[src/rtl/ddsm_pkg.sv]
// ----------------------------------------------------------------------------
// ddsm_pkg
// shared types and constants of the diff drive mixer
// ----------------------------------------------------------------------------
package ddsm_pkg;

    localparam int DataW = 32;
    localparam int UnsW  = 31;
    localparam int IdxW  = 3;

    localparam logic [IdxW-1:0] REG_INV_RADIUS     = 3'd0;
    localparam logic [IdxW-1:0] REG_ICR_OFFSET     = 3'd1;
    localparam logic [IdxW-1:0] REG_THROTTLE_SCALE = 3'd2;
    localparam logic [IdxW-1:0] REG_STEER_SCALE    = 3'd3;
    localparam logic [IdxW-1:0] REG_THROTTLE_LIMIT = 3'd4;
    localparam logic [IdxW-1:0] REG_STEER_LIMIT    = 3'd5;

    typedef enum logic [2:0] {
        MUL_SPEED_INV,
        MUL_ROT_ICR,
        MUL_RS_INV,
        MUL_TR_SCALE,
        MUL_SR_SCALE
    } mul_sel_t;

    typedef enum logic [2:0] {
        RND_TRATE,
        RND_RS,
        RND_SRATE,
        RND_TCMD,
        RND_SCMD
    } rnd_dst_t;

    typedef struct packed {
        logic     capture;
        mul_sel_t mul_sel;
        logic     rnd_en;
        rnd_dst_t rnd_dst;
        logic     slew_en;
        logic     out_load;
    } ddsm_cmd_t;

endpackage

[src/rtl/ddsm_ctrl.sv]
// ----------------------------------------------------------------------------
// ddsm_ctrl
// sequencer for the shared multiplier, limiter and output handshake
// ----------------------------------------------------------------------------
module ddsm_ctrl (
    input  logic               clk,
    input  logic               rst_n,
    input  logic               in_valid,
    output logic               in_stall,
    output logic               out_valid,
    input  logic               out_stall,
    output ddsm_pkg::ddsm_cmd_t cmd
);
    import ddsm_pkg::*;

    typedef enum logic [3:0] {
        ST_IDLE,
        ST_M1,
        ST_M2,
        ST_M3,
        ST_RS,
        ST_M4,
        ST_SLEW,
        ST_M5,
        ST_M6,
        ST_M7,
        ST_OUT
    } state_t;

    state_t state_reg, state_next;
    logic   out_valid_reg, out_valid_next;

    always_comb
    begin
        state_next     = state_reg;
        out_valid_next = out_valid_reg && out_stall;
        cmd            = '0;
        cmd.mul_sel    = MUL_SPEED_INV;
        cmd.rnd_dst    = RND_TRATE;
        case (state_reg)
            ST_IDLE:
            begin
                if (in_valid)
                begin
                    cmd.capture = 1'b1;
                    state_next  = ST_M1;
                end
            end
            ST_M1:
            begin
                cmd.mul_sel = MUL_SPEED_INV;
                state_next  = ST_M2;
            end
            ST_M2:
            begin
                cmd.rnd_en  = 1'b1;
                cmd.rnd_dst = RND_TRATE;
                cmd.mul_sel = MUL_ROT_ICR;
                state_next  = ST_M3;
            end
            ST_M3:
            begin
                cmd.rnd_en  = 1'b1;
                cmd.rnd_dst = RND_RS;
                state_next  = ST_RS;
            end
            ST_RS:
            begin
                cmd.mul_sel = MUL_RS_INV;
                state_next  = ST_M4;
            end
            ST_M4:
            begin
                cmd.rnd_en  = 1'b1;
                cmd.rnd_dst = RND_SRATE;
                state_next  = ST_SLEW;
            end
            ST_SLEW:
            begin
                cmd.slew_en = 1'b1;
                state_next  = ST_M5;
            end
            ST_M5:
            begin
                cmd.mul_sel = MUL_TR_SCALE;
                state_next  = ST_M6;
            end
            ST_M6:
            begin
                cmd.rnd_en  = 1'b1;
                cmd.rnd_dst = RND_TCMD;
                cmd.mul_sel = MUL_SR_SCALE;
                state_next  = ST_M7;
            end
            ST_M7:
            begin
                cmd.rnd_en  = 1'b1;
                cmd.rnd_dst = RND_SCMD;
                state_next  = ST_OUT;
            end
            ST_OUT:
            begin
                // old result leaves or slot is empty
                if (!out_valid_reg || !out_stall)
                begin
                    cmd.out_load   = 1'b1;
                    out_valid_next = 1'b1;
                    state_next     = ST_IDLE;
                end
            end
            default:
            begin
                state_next = ST_IDLE;
            end
        endcase
    end

    always_ff @(posedge clk or negedge rst_n)
    begin
        if (!rst_n)
        begin
            state_reg     <= ST_IDLE;
            out_valid_reg <= 1'b0;
        end
        else
        begin
            state_reg     <= state_next;
            out_valid_reg <= out_valid_next;
        end
    end

    assign in_stall  = (state_reg != ST_IDLE);
    assign out_valid = out_valid_reg;

endmodule

[src/rtl/ddsm_dp.sv]
// ----------------------------------------------------------------------------
// ddsm_dp
// config registers, shared multiplier, rounding, slew limiters, result regs
// ----------------------------------------------------------------------------
module ddsm_dp (
    input  logic                               clk,
    input  logic                               rst_n,
    input  ddsm_pkg::ddsm_cmd_t                cmd,
    input  logic                               cfg_wr_en,
    input  logic [ddsm_pkg::IdxW-1:0]          cfg_index,
    input  logic [ddsm_pkg::DataW-1:0]         cfg_data,
    input  logic signed [ddsm_pkg::DataW-1:0]  speed,
    input  logic signed [ddsm_pkg::DataW-1:0]  rotation,
    output logic signed [ddsm_pkg::DataW-1:0]  throttle_cmd,
    output logic signed [ddsm_pkg::DataW-1:0]  steering_cmd,
    output logic                               throttle_limited,
    output logic                               steering_limited
);
    import ddsm_pkg::*;

    typedef struct packed {
        logic [DataW-1:0] rate;
        logic             clip;
    } slew_res_t;

    function automatic logic [DataW-1:0] rnd_sat(input logic signed [2*DataW-1:0] p);
        logic signed [2*DataW:0]       sum;
        logic signed [2*DataW-16:0]    sh;
        logic [DataW-1:0]              res;
        sum = {p[2*DataW-1], p} + (2*DataW+1)'(32768);
        sh  = sum[2*DataW:16];
        if (&sh[2*DataW-16:DataW-1] || ~|sh[2*DataW-16:DataW-1])
            res = sh[DataW-1:0];
        else if (sh[2*DataW-16])
            res = {1'b1, {(DataW-1){1'b0}}};
        else
            res = {1'b0, {(DataW-1){1'b1}}};
        return res;
    endfunction

    function automatic slew_res_t slew(input logic signed [DataW-1:0] nxt,
                                       input logic signed [DataW-1:0] prv,
                                       input logic [UnsW-1:0] lim);
        logic signed [DataW:0] d;
        logic signed [DataW:0] nx;
        logic signed [DataW:0] pv;
        logic [DataW:0]        an;
        logic [DataW:0]        ap;
        logic [DataW:0]        ad;
        logic [DataW:0]        lx;
        logic [DataW:0]        stepped;
        slew_res_t             r;
        nx = {nxt[DataW-1], nxt};
        pv = {prv[DataW-1], prv};
        lx = {2'b00, lim};
        d  = nx - pv;
        an = nx[DataW] ? (DataW+1)'(-nx) : (DataW+1)'(nx);
        ap = pv[DataW] ? (DataW+1)'(-pv) : (DataW+1)'(pv);
        ad = d[DataW] ? (DataW+1)'(-d) : (DataW+1)'(d);
        stepped = d[DataW] ? (DataW+1)'(pv - $signed(lx)) : (DataW+1)'(pv + $signed(lx));
        r.clip = (an > ap) && (ad > lx);
        r.rate = r.clip ? stepped[DataW-1:0] : nxt;
        return r;
    endfunction

    logic [UnsW-1:0]         inv_radius_reg;
    logic signed [DataW-1:0] icr_offset_reg;
    logic signed [DataW-1:0] throttle_scale_reg;
    logic signed [DataW-1:0] steer_scale_reg;
    logic [UnsW-1:0]         throttle_limit_reg;
    logic [UnsW-1:0]         steer_limit_reg;

    logic signed [DataW-1:0]   speed_reg;
    logic signed [DataW-1:0]   rotation_reg;
    logic signed [2*DataW-1:0] prod_reg;
    logic signed [DataW-1:0]   trate_reg;
    logic signed [DataW-1:0]   rs_reg;
    logic signed [DataW-1:0]   srate_reg;
    logic signed [DataW-1:0]   prev_t_reg;
    logic signed [DataW-1:0]   prev_s_reg;
    logic                      tclip_reg;
    logic                      sclip_reg;
    logic signed [DataW-1:0]   tcmd_reg;
    logic signed [DataW-1:0]   scmd_reg;
    logic signed [DataW-1:0]   out_t_reg;
    logic signed [DataW-1:0]   out_s_reg;
    logic                      out_tl_reg;
    logic                      out_sl_reg;

    logic signed [DataW-1:0] op_a;
    logic signed [DataW-1:0] op_b;
    logic [DataW-1:0]        rnd_val;
    slew_res_t               t_slew;
    slew_res_t               s_slew;

    always_comb
    begin
        case (cmd.mul_sel)
            MUL_SPEED_INV:
            begin
                op_a = speed_reg;
                op_b = {1'b0, inv_radius_reg};
            end
            MUL_ROT_ICR:
            begin
                op_a = rotation_reg;
                op_b = icr_offset_reg;
            end
            MUL_RS_INV:
            begin
                op_a = rs_reg;
                op_b = {1'b0, inv_radius_reg};
            end
            MUL_TR_SCALE:
            begin
                op_a = prev_t_reg;
                op_b = throttle_scale_reg;
            end
            MUL_SR_SCALE:
            begin
                op_a = prev_s_reg;
                op_b = steer_scale_reg;
            end
            default:
            begin
                op_a = speed_reg;
                op_b = {1'b0, inv_radius_reg};
            end
        endcase
    end

    assign rnd_val = rnd_sat(prod_reg);
    assign t_slew  = slew(trate_reg, prev_t_reg, throttle_limit_reg);
    assign s_slew  = slew(srate_reg, prev_s_reg, steer_limit_reg);

    // config registers
    always_ff @(posedge clk or negedge rst_n)
    begin
        if (!rst_n)
        begin
            inv_radius_reg     <= UnsW'(65536);
            icr_offset_reg     <= '0;
            throttle_scale_reg <= DataW'(65536);
            steer_scale_reg    <= DataW'(65536);
            throttle_limit_reg <= '1;
            steer_limit_reg    <= '1;
        end
        else if (cfg_wr_en)
        begin
            case (cfg_index)
                REG_INV_RADIUS:     inv_radius_reg     <= cfg_data[UnsW-1:0];
                REG_ICR_OFFSET:     icr_offset_reg     <= cfg_data;
                REG_THROTTLE_SCALE: throttle_scale_reg <= cfg_data;
                REG_STEER_SCALE:    steer_scale_reg    <= cfg_data;
                REG_THROTTLE_LIMIT: throttle_limit_reg <= cfg_data[UnsW-1:0];
                REG_STEER_LIMIT:    steer_limit_reg    <= cfg_data[UnsW-1:0];
                default:            ;
            endcase
        end
    end

    // previous rates
    always_ff @(posedge clk or negedge rst_n)
    begin
        if (!rst_n)
        begin
            prev_t_reg <= '0;
            prev_s_reg <= '0;
        end
        else if (cmd.slew_en)
        begin
            prev_t_reg <= t_slew.rate;
            prev_s_reg <= s_slew.rate;
        end
    end

    // working and result registers
    always_ff @(posedge clk)
    begin
        prod_reg <= op_a * op_b;
        if (cmd.capture)
        begin
            speed_reg    <= speed;
            rotation_reg <= rotation;
        end
        if (cmd.rnd_en)
        begin
            case (cmd.rnd_dst)
                RND_TRATE: trate_reg <= rnd_val;
                RND_RS:    rs_reg    <= rnd_val;
                RND_SRATE: srate_reg <= rnd_val;
                RND_TCMD:  tcmd_reg  <= rnd_val;
                RND_SCMD:  scmd_reg  <= rnd_val;
                default:   ;
            endcase
        end
        if (cmd.slew_en)
        begin
            tclip_reg <= t_slew.clip;
            sclip_reg <= s_slew.clip;
        end
        if (cmd.out_load)
        begin
            out_t_reg  <= tcmd_reg;
            out_s_reg  <= scmd_reg;
            out_tl_reg <= tclip_reg;
            out_sl_reg <= sclip_reg;
        end
    end

    assign throttle_cmd     = out_t_reg;
    assign steering_cmd     = out_s_reg;
    assign throttle_limited = out_tl_reg;
    assign steering_limited = out_sl_reg;

endmodule

[src/rtl/diff_drive_slew_limited_mixer_top.sv]
// ----------------------------------------------------------------------------
// diff_drive_slew_limited_mixer_top
// differential drive mixer with per-step slew limiting and Q16.16 scaling
// ----------------------------------------------------------------------------
// One item is worked at a time. After an input transfer the result appears
// in the output register, and the next input can be taken in the same cycle
// as the result appears. The order of work is set by the single shared 32x32
// multiplier, which runs five products per item, each rounded and saturated in
// the cycle after it; the rounding overlaps the next product except where that
// product needs the rounded value, which costs a step of its own for the
// steering rate. The two slew limiters and the load of the output register
// each take a step of their own. A finished result waits in the output
// register while the next item is in work; a stall there only holds the block
// at its last step.
module diff_drive_slew_limited_mixer_top (
    input  logic                               clk,
    input  logic                               rst_n,
    input  logic                               cfg_wr_en,
    input  logic [ddsm_pkg::IdxW-1:0]          cfg_index,
    input  logic [ddsm_pkg::DataW-1:0]         cfg_data,
    input  logic                               in_valid,
    output logic                               in_stall,
    input  logic signed [ddsm_pkg::DataW-1:0]  speed,
    input  logic signed [ddsm_pkg::DataW-1:0]  rotation,
    output logic                               out_valid,
    input  logic                               out_stall,
    output logic signed [ddsm_pkg::DataW-1:0]  throttle_cmd,
    output logic signed [ddsm_pkg::DataW-1:0]  steering_cmd,
    output logic                               throttle_limited,
    output logic                               steering_limited
);
    import ddsm_pkg::*;

    ddsm_cmd_t cmd;

    ddsm_ctrl u_ctrl (
        .clk       (clk),
        .rst_n     (rst_n),
        .in_valid  (in_valid),
        .in_stall  (in_stall),
        .out_valid (out_valid),
        .out_stall (out_stall),
        .cmd       (cmd)
    );

    ddsm_dp u_dp (
        .clk              (clk),
        .rst_n            (rst_n),
        .cmd              (cmd),
        .cfg_wr_en        (cfg_wr_en),
        .cfg_index        (cfg_index),
        .cfg_data         (cfg_data),
        .speed            (speed),
        .rotation         (rotation),
        .throttle_cmd     (throttle_cmd),
        .steering_cmd     (steering_cmd),
        .throttle_limited (throttle_limited),
        .steering_limited (steering_limited)
    );

endmodule

[config.mk]
export PLATFORM = sky130hd
export DESIGN_NAME = diff_drive_slew_limited_mixer_top
export DESIGN_NICKNAME = d
export VERILOG_FILES = /design/src/rtl/ddsm_pkg.sv /design/src/rtl/ddsm_ctrl.sv /design/src/rtl/ddsm_dp.sv /design/src/rtl/diff_drive_slew_limited_mixer_top.sv
export SDC_FILE = /design/constraint.sdc
export NUM_CORES = 2
export LEC_CHECK = 0
export ABC_AREA = 0
export BUFFER_PORTS_ARGS = -buffer_cell sky130_fd_sc_hd__clkbuf_2
export CAP_MARGIN = 20
export CORE_MARGIN = 8
export CORE_UTILIZATION = 40
export CTS_BUF_LIST = sky130_fd_sc_hd__clkbuf_4
export CTS_CLUSTER_DIAMETER = 30
export DETAILED_ROUTE_END_ITERATION = 16
export PLACE_DENSITY = 0.65
export SYNTH_ARGS = -nofsm -noshare
export SYNTH_HDL_FRONTEND = slang
export SYNTH_HIERARCHICAL = 1
export SYNTH_SLANG_ARGS = --single-unit
export TNS_END_PERCENT = 20
[constraint.sdc]
create_clock -name clk -period 12.65 [get_ports clk]
set_input_delay 2.53 -clock clk [delete_from_list [all_inputs] [get_ports clk]]
set_output_delay 2.53 -clock clk [all_outputs]
set_load 0.02 [all_outputs]
== Word level (Yosys, flattened, before mapping) ==
Index checks and enable logic that the tools add are counted.

* Flip-flop bits (word level): 614
* Input port bits: 104
* Output and inout bits: 68
* Logic and storage cells: 119

* Add/subtract/negate cells: 13
* $mul: 1
* Magnitude comparators: 4
* Eq/ne operators: 25
* Muxes and demuxes: 26
* Reductions and logical operators: 26

{| class="wikitable"
|+ Operators with widths
! cell !! count
|-
| two-way mux 33 bit || 6
|-
| two-way mux 32 bit || 6
|-
| negator 32 -> 33 bit || 4
|-
| case mux 32 bit (4 select lines) || 1
|-
| case mux 32 bit (3 select lines) || 1
|-
| greater-than comparator 33 x 31 -> 1 bit || 2
|-
| greater-than comparator 33 bit || 2
|-
| negator 33 bit || 2
|-
| subtractor 32 x 32 -> 33 bit || 2
|-
| adder 64 x 17 -> 65 bit (second input constant) || 1
|-
| adder 32 bit || 2
|-
| multiplier 32 x 32 -> 64 bit || 1
|-
| subtractor 32 bit || 2
|-
| case mux 4 bit (11 select lines) || 1
|-
| AND reduction 2 bit || 12
|-
| case mux 4 bit (5 select lines) || 1
|-
| == test 3 x 2 -> 1 bit (second input constant) || 6
|-
| AND reduction 18 bit || 1
|-
| OR reduction 18 bit || 1
|-
| == test 4 x 3 -> 1 bit (second input constant) || 4
|-
| == test 3 bit (second input constant) || 4
|-
| == test 4 bit (second input constant) || 3
|-
| case mux 3 bit (4 select lines) || 1
|-
| == test 3 x 1 -> 1 bit (second input constant) || 3
|-
| other kinds (12) || 26
|}

== Logic depth before layout (Yosys ltp) ==
* Word-level depth: 6
* Mapped depth: 43
* Gate-level depth less buffers: 37

== Modules after synthesis ==
Netlist, hierarchy kept.

{| class="wikitable"
|+ Modules (own cells, without submodules)
! module !! instances !! cells an instance !! area an instance (um2) !! sequential area each (um2)
|-
| ddsm_dp || 1 || 7494 || 72388.2 || 16161.8
|-
| ddsm_ctrl || 1 || 48 || 414.1 || 125.1
|}

== Worst setup path after synthesis ==
No wires, ideal clock.

* Kind: flip-flop to flip-flop
* From: register u_ctrl.state_reg[0]
* To: register u_dp.prod_reg[50]
* Setup time: 0.127 ns
* Arrival time: 10.516 ns
* Required time: 12.523 ns
* Slack: 2.008 ns
* Cell stages (with the launch flop): 41
* Buffers on the path: 6
* Clock period less this slack: 10.642 ns
* Cells stage by stage: dfrtp_1 buf_4 xor2_1 nor2_1 clkbuf_1 clkbuf_1 buf_1 buf_1 mux2i_1 o21ai_0 a221oi_1 clkbuf_1 nor2_1 fa_1 fa_1 fa_1 inv_1 fa_1 [... 5 more ...] fa_1 inv_1 fa_1 inv_1 ha_1 a21o_1 a21oi_1 nor2b_1 o41a_1 a211oi_1 o211a_1 a21o_1 nand2_1 a221oi_1 o21ai_0 a21oi_1 o21ai_0 xor2_1

{| class="wikitable"
|+ RTL lines
! item !! line !! RTL
|-
| from (decl) || ddsm_ctrl.sv:30 || <nowiki>state_t state_reg, state_next;</nowiki>
|-
| from (signal assigned) || ddsm_ctrl.sv:127 || <nowiki>state_reg <= state_next;</nowiki>
|-
| to (signal assigned) || ddsm_dp.sv:180 || <nowiki>prod_reg <= op_a * op_b;</nowiki>
|-
| to (decl) || ddsm_dp.sv:75 || <nowiki>logic signed [2*DataW-1:0] prod_reg;</nowiki>
|}

==> out/results.tsv <==
metric	value	unit
number of flip-flops in the largest register	49	
wire length per cell	24.7	um
Slew Viols, Final	0	
Post-synth top flop	edfxtp_1	
drt first pass iters	6	
FF+latch count, synth	599	
skew final	187	ps
Num CTS Buffers	186	
DRT iter0 DRCs	5840	
Routed WL	254000	um
Final Cell Area	80000	um^2
antenna-violating nets left	0	
top post-synthesis cells by area	fa_1, edfxtp_1, ha_1, dfrtp_1, inv_1	
Distinct cells, synth	97	
post-DP HPWL	203000	um
grt ovf	0	
Slowest-stage cell, CP	a21o_1	
post-CTS setup buffers	0	
Critical Path RT	13620	ps
Hold Crit Class	reg2reg	
Syn Inst Count	7542	
area fraction of the dominant cell type after synthesis	29.8	%
Slew HR	14.7	%
CTS root buf	clkbuf_4	
layout cells sized above 1	12.8	%
Final #Nets	9376	
DRC Markers	0	
Hold Fails Final Rpt	0	
final setup TNS	0	ps
die area	196000	um^2
RSZ-0062 raised after global routing	false	
final period utilization	92.8	%
Avg Cell Area, Syn	9.65	um^2
register area share after synthesis	22.4	%
Area Overhead vs Synth	9.88	%
Mapped Area	72800	um^2
area leader, netlist	fa_1	
I/O pin count	172	
Placer Congestion	0.966	
startpoint types	register	
critical path arrival	12710	ps
outcome	finished clean	
Final Critical Period	11740	ps
worst-path fanout max	17	
Fmax	0.0852	GHz
CTS tree	built	
EDFF count, synth	292	
post-cts resize count	0	
global-route wire length before repair	380000	um
crit path kind	reg2reg	
Hold Worst Slack	343	ps
row cnt	156	
Setup-failing EPs final	0	
clock-pin slew on the worst setup and hold paths	80	ps
measured slew at the worst slew-check pin	1280	ps
antenna violations before repair	18	
CTS Sinks	599	
Die Ht	443	um
Total GRT Usage	25.4	%
Vias per Instance	5.72	
Setup crit end kind	register	
Synth async-reset ratio	43.1	%
Clock Latency Late Sink	1220	ps
core outline area	181000	um^2
via count	58849	
placed inst area	77300	um^2
vias in the first global route	60159	
Worst path most repeated cell	fa_1	
max-cap check violation count	0	
Starting Density	40.3	%
clock tree buffer depth	3	
Synthesis Warnings	6	
CP peak stage delay	830	ps
Die Width	443	um
I/O Buffers	171	
largest net degree at the start of global routing	85	
H-tree Lvls	4	
cts hold-fix bufs	0	
==> final timing paths <==
path / from / endpoint / slack, ps / cells past startpoint
worst max-delay path: u_ctrl/state_reg[1] / u_dp/prod_reg[50] / 910 / 32
worst min-delay path: u_dp/tcmd_reg[17] / u_dp/throttle_cmd[17] / 340 / 0
worst max register to register: u_ctrl/state_reg[1] / u_dp/prod_reg[50] / 910 / 32
worst min register to register: u_dp/tcmd_reg[17] / u_dp/throttle_cmd[17] / 340 / 0
max in group asynchronous: rst_n / u_dp/icr_offset_reg[4] / 9100 / 3
min in group asynchronous: rst_n / u_dp/prev_t_reg[16] / 1320 / 1
==> critical path, delay by kind of cell (launching register included) <==
kind	cells	cell delay, ps
XOR/XNOR	2	530
AND/OR/NAND/NOR	5	1220
flip-flops	1	680
AO/OA/AOI/OAI	10	3810
buffers and inverters	5	590
multiplexers	1	310
adder cells (fa/ha/maj)	9	4300
==> metrics by stage <==
step	setup slack, ps	utilization (%)	instances
floorplan	2010	-	7544
global placement	1370	42.8	9926
detailed placement	1190	42.8	9928
CTS	971	44.2	10271
finish	908	44.3	10282
global route	276	44.3	10276
==> cells in the mapped netlist (all sizes together) (14+ instances only) <==
master  number
o21ai      245
a221o       42
a211oi      22
o31ai       66
nand2b      67
nor3        65
nor4        29
o21a        52
xnor2      328
a221oi      44
o21bai      30
and2        37
nand2      767
dfxtp       49
mux2       168
nand3      119
clkbuf     296
or2         28
nand3b      14
buf         34
a21o       132
a21oi      277
ha         441
o211ai      26
or4         26
nor2b       35
and3        28
nand4       68
mux2i       92
or3         43
fa        1085
a31oi       25
dfstp       65
xor2        92
nor2       742
o41ai       29
edfxtp     292
dfrtp      193
inv       1132
o221ai      43
==> kinds of logic after synthesis <==
| group | count (synthesis) | synth area share, % |
|---|---|---|
| AND/OR/NAND/NOR | 2121 | 13.0 |
| adder cells (fa/ha/maj) | 1526 | 37.4 |
| buffers and inverters | 1463 | 7.58 |
| AO/OA/AOI/OAI | 1149 | 10.6 |
| flip-flops | 599 | 22.4 |
| XOR/XNOR | 420 | 5.05 |
| multiplexers | 262 | 3.93 |
| other | 2 | 0.0103 |
==> placed cells by master, fill, tap and decap left out, types with 132 or more instances in the layout <==
| cell type | Yosys | final |
|---|---|---|
| inv_1 | 1132 | 1132 |
| dfrtp_1 | 193 | 193 |
| a21oi_1 | 277 | 251 |
| nand2_1 | 767 | 767 |
| clkbuf_4 | 0 | 252 |
| ha_1 | 441 | 441 |
| xnor2_1 | 328 | 327 |
| mux2_2 | 168 | 168 |
| a21o_1 | 132 | 132 |
| clkbuf_2 | 0 | 170 |
| fa_1 | 1085 | 1085 |
| o21ai_0 | 231 | 229 |
| edfxtp_1 | 292 | 292 |
| nor2_1 | 741 | 737 |
| buf_4 | 1 | 167 |
==> per-layer routing <==
metal / global-route usage [%] / vias to the layer above / routed length, um
met5: 0 / - / 35
met3: 4.74 / 709 / 21600
met4: 14.3 / 6 / 17100
met2: 41.0 / 2916 / 118000
met1: 32.3 / 29858 / 97300
li1: - / 25360 / -
==> layout make-up <==
class	count	area, um^2
sequential	599	16300
clock buffer	252	1890
antenna	11	27.5
tap	2370	2970
multi-input combinational	5482	51600
fill	17427	101000
inverter	1133	4250
clock inverter	91	756
timing repair buffer	344	2220
Power is not shown: default switching activity piles up to over one toggle a cycle in this logic, so the estimate is an artifact.
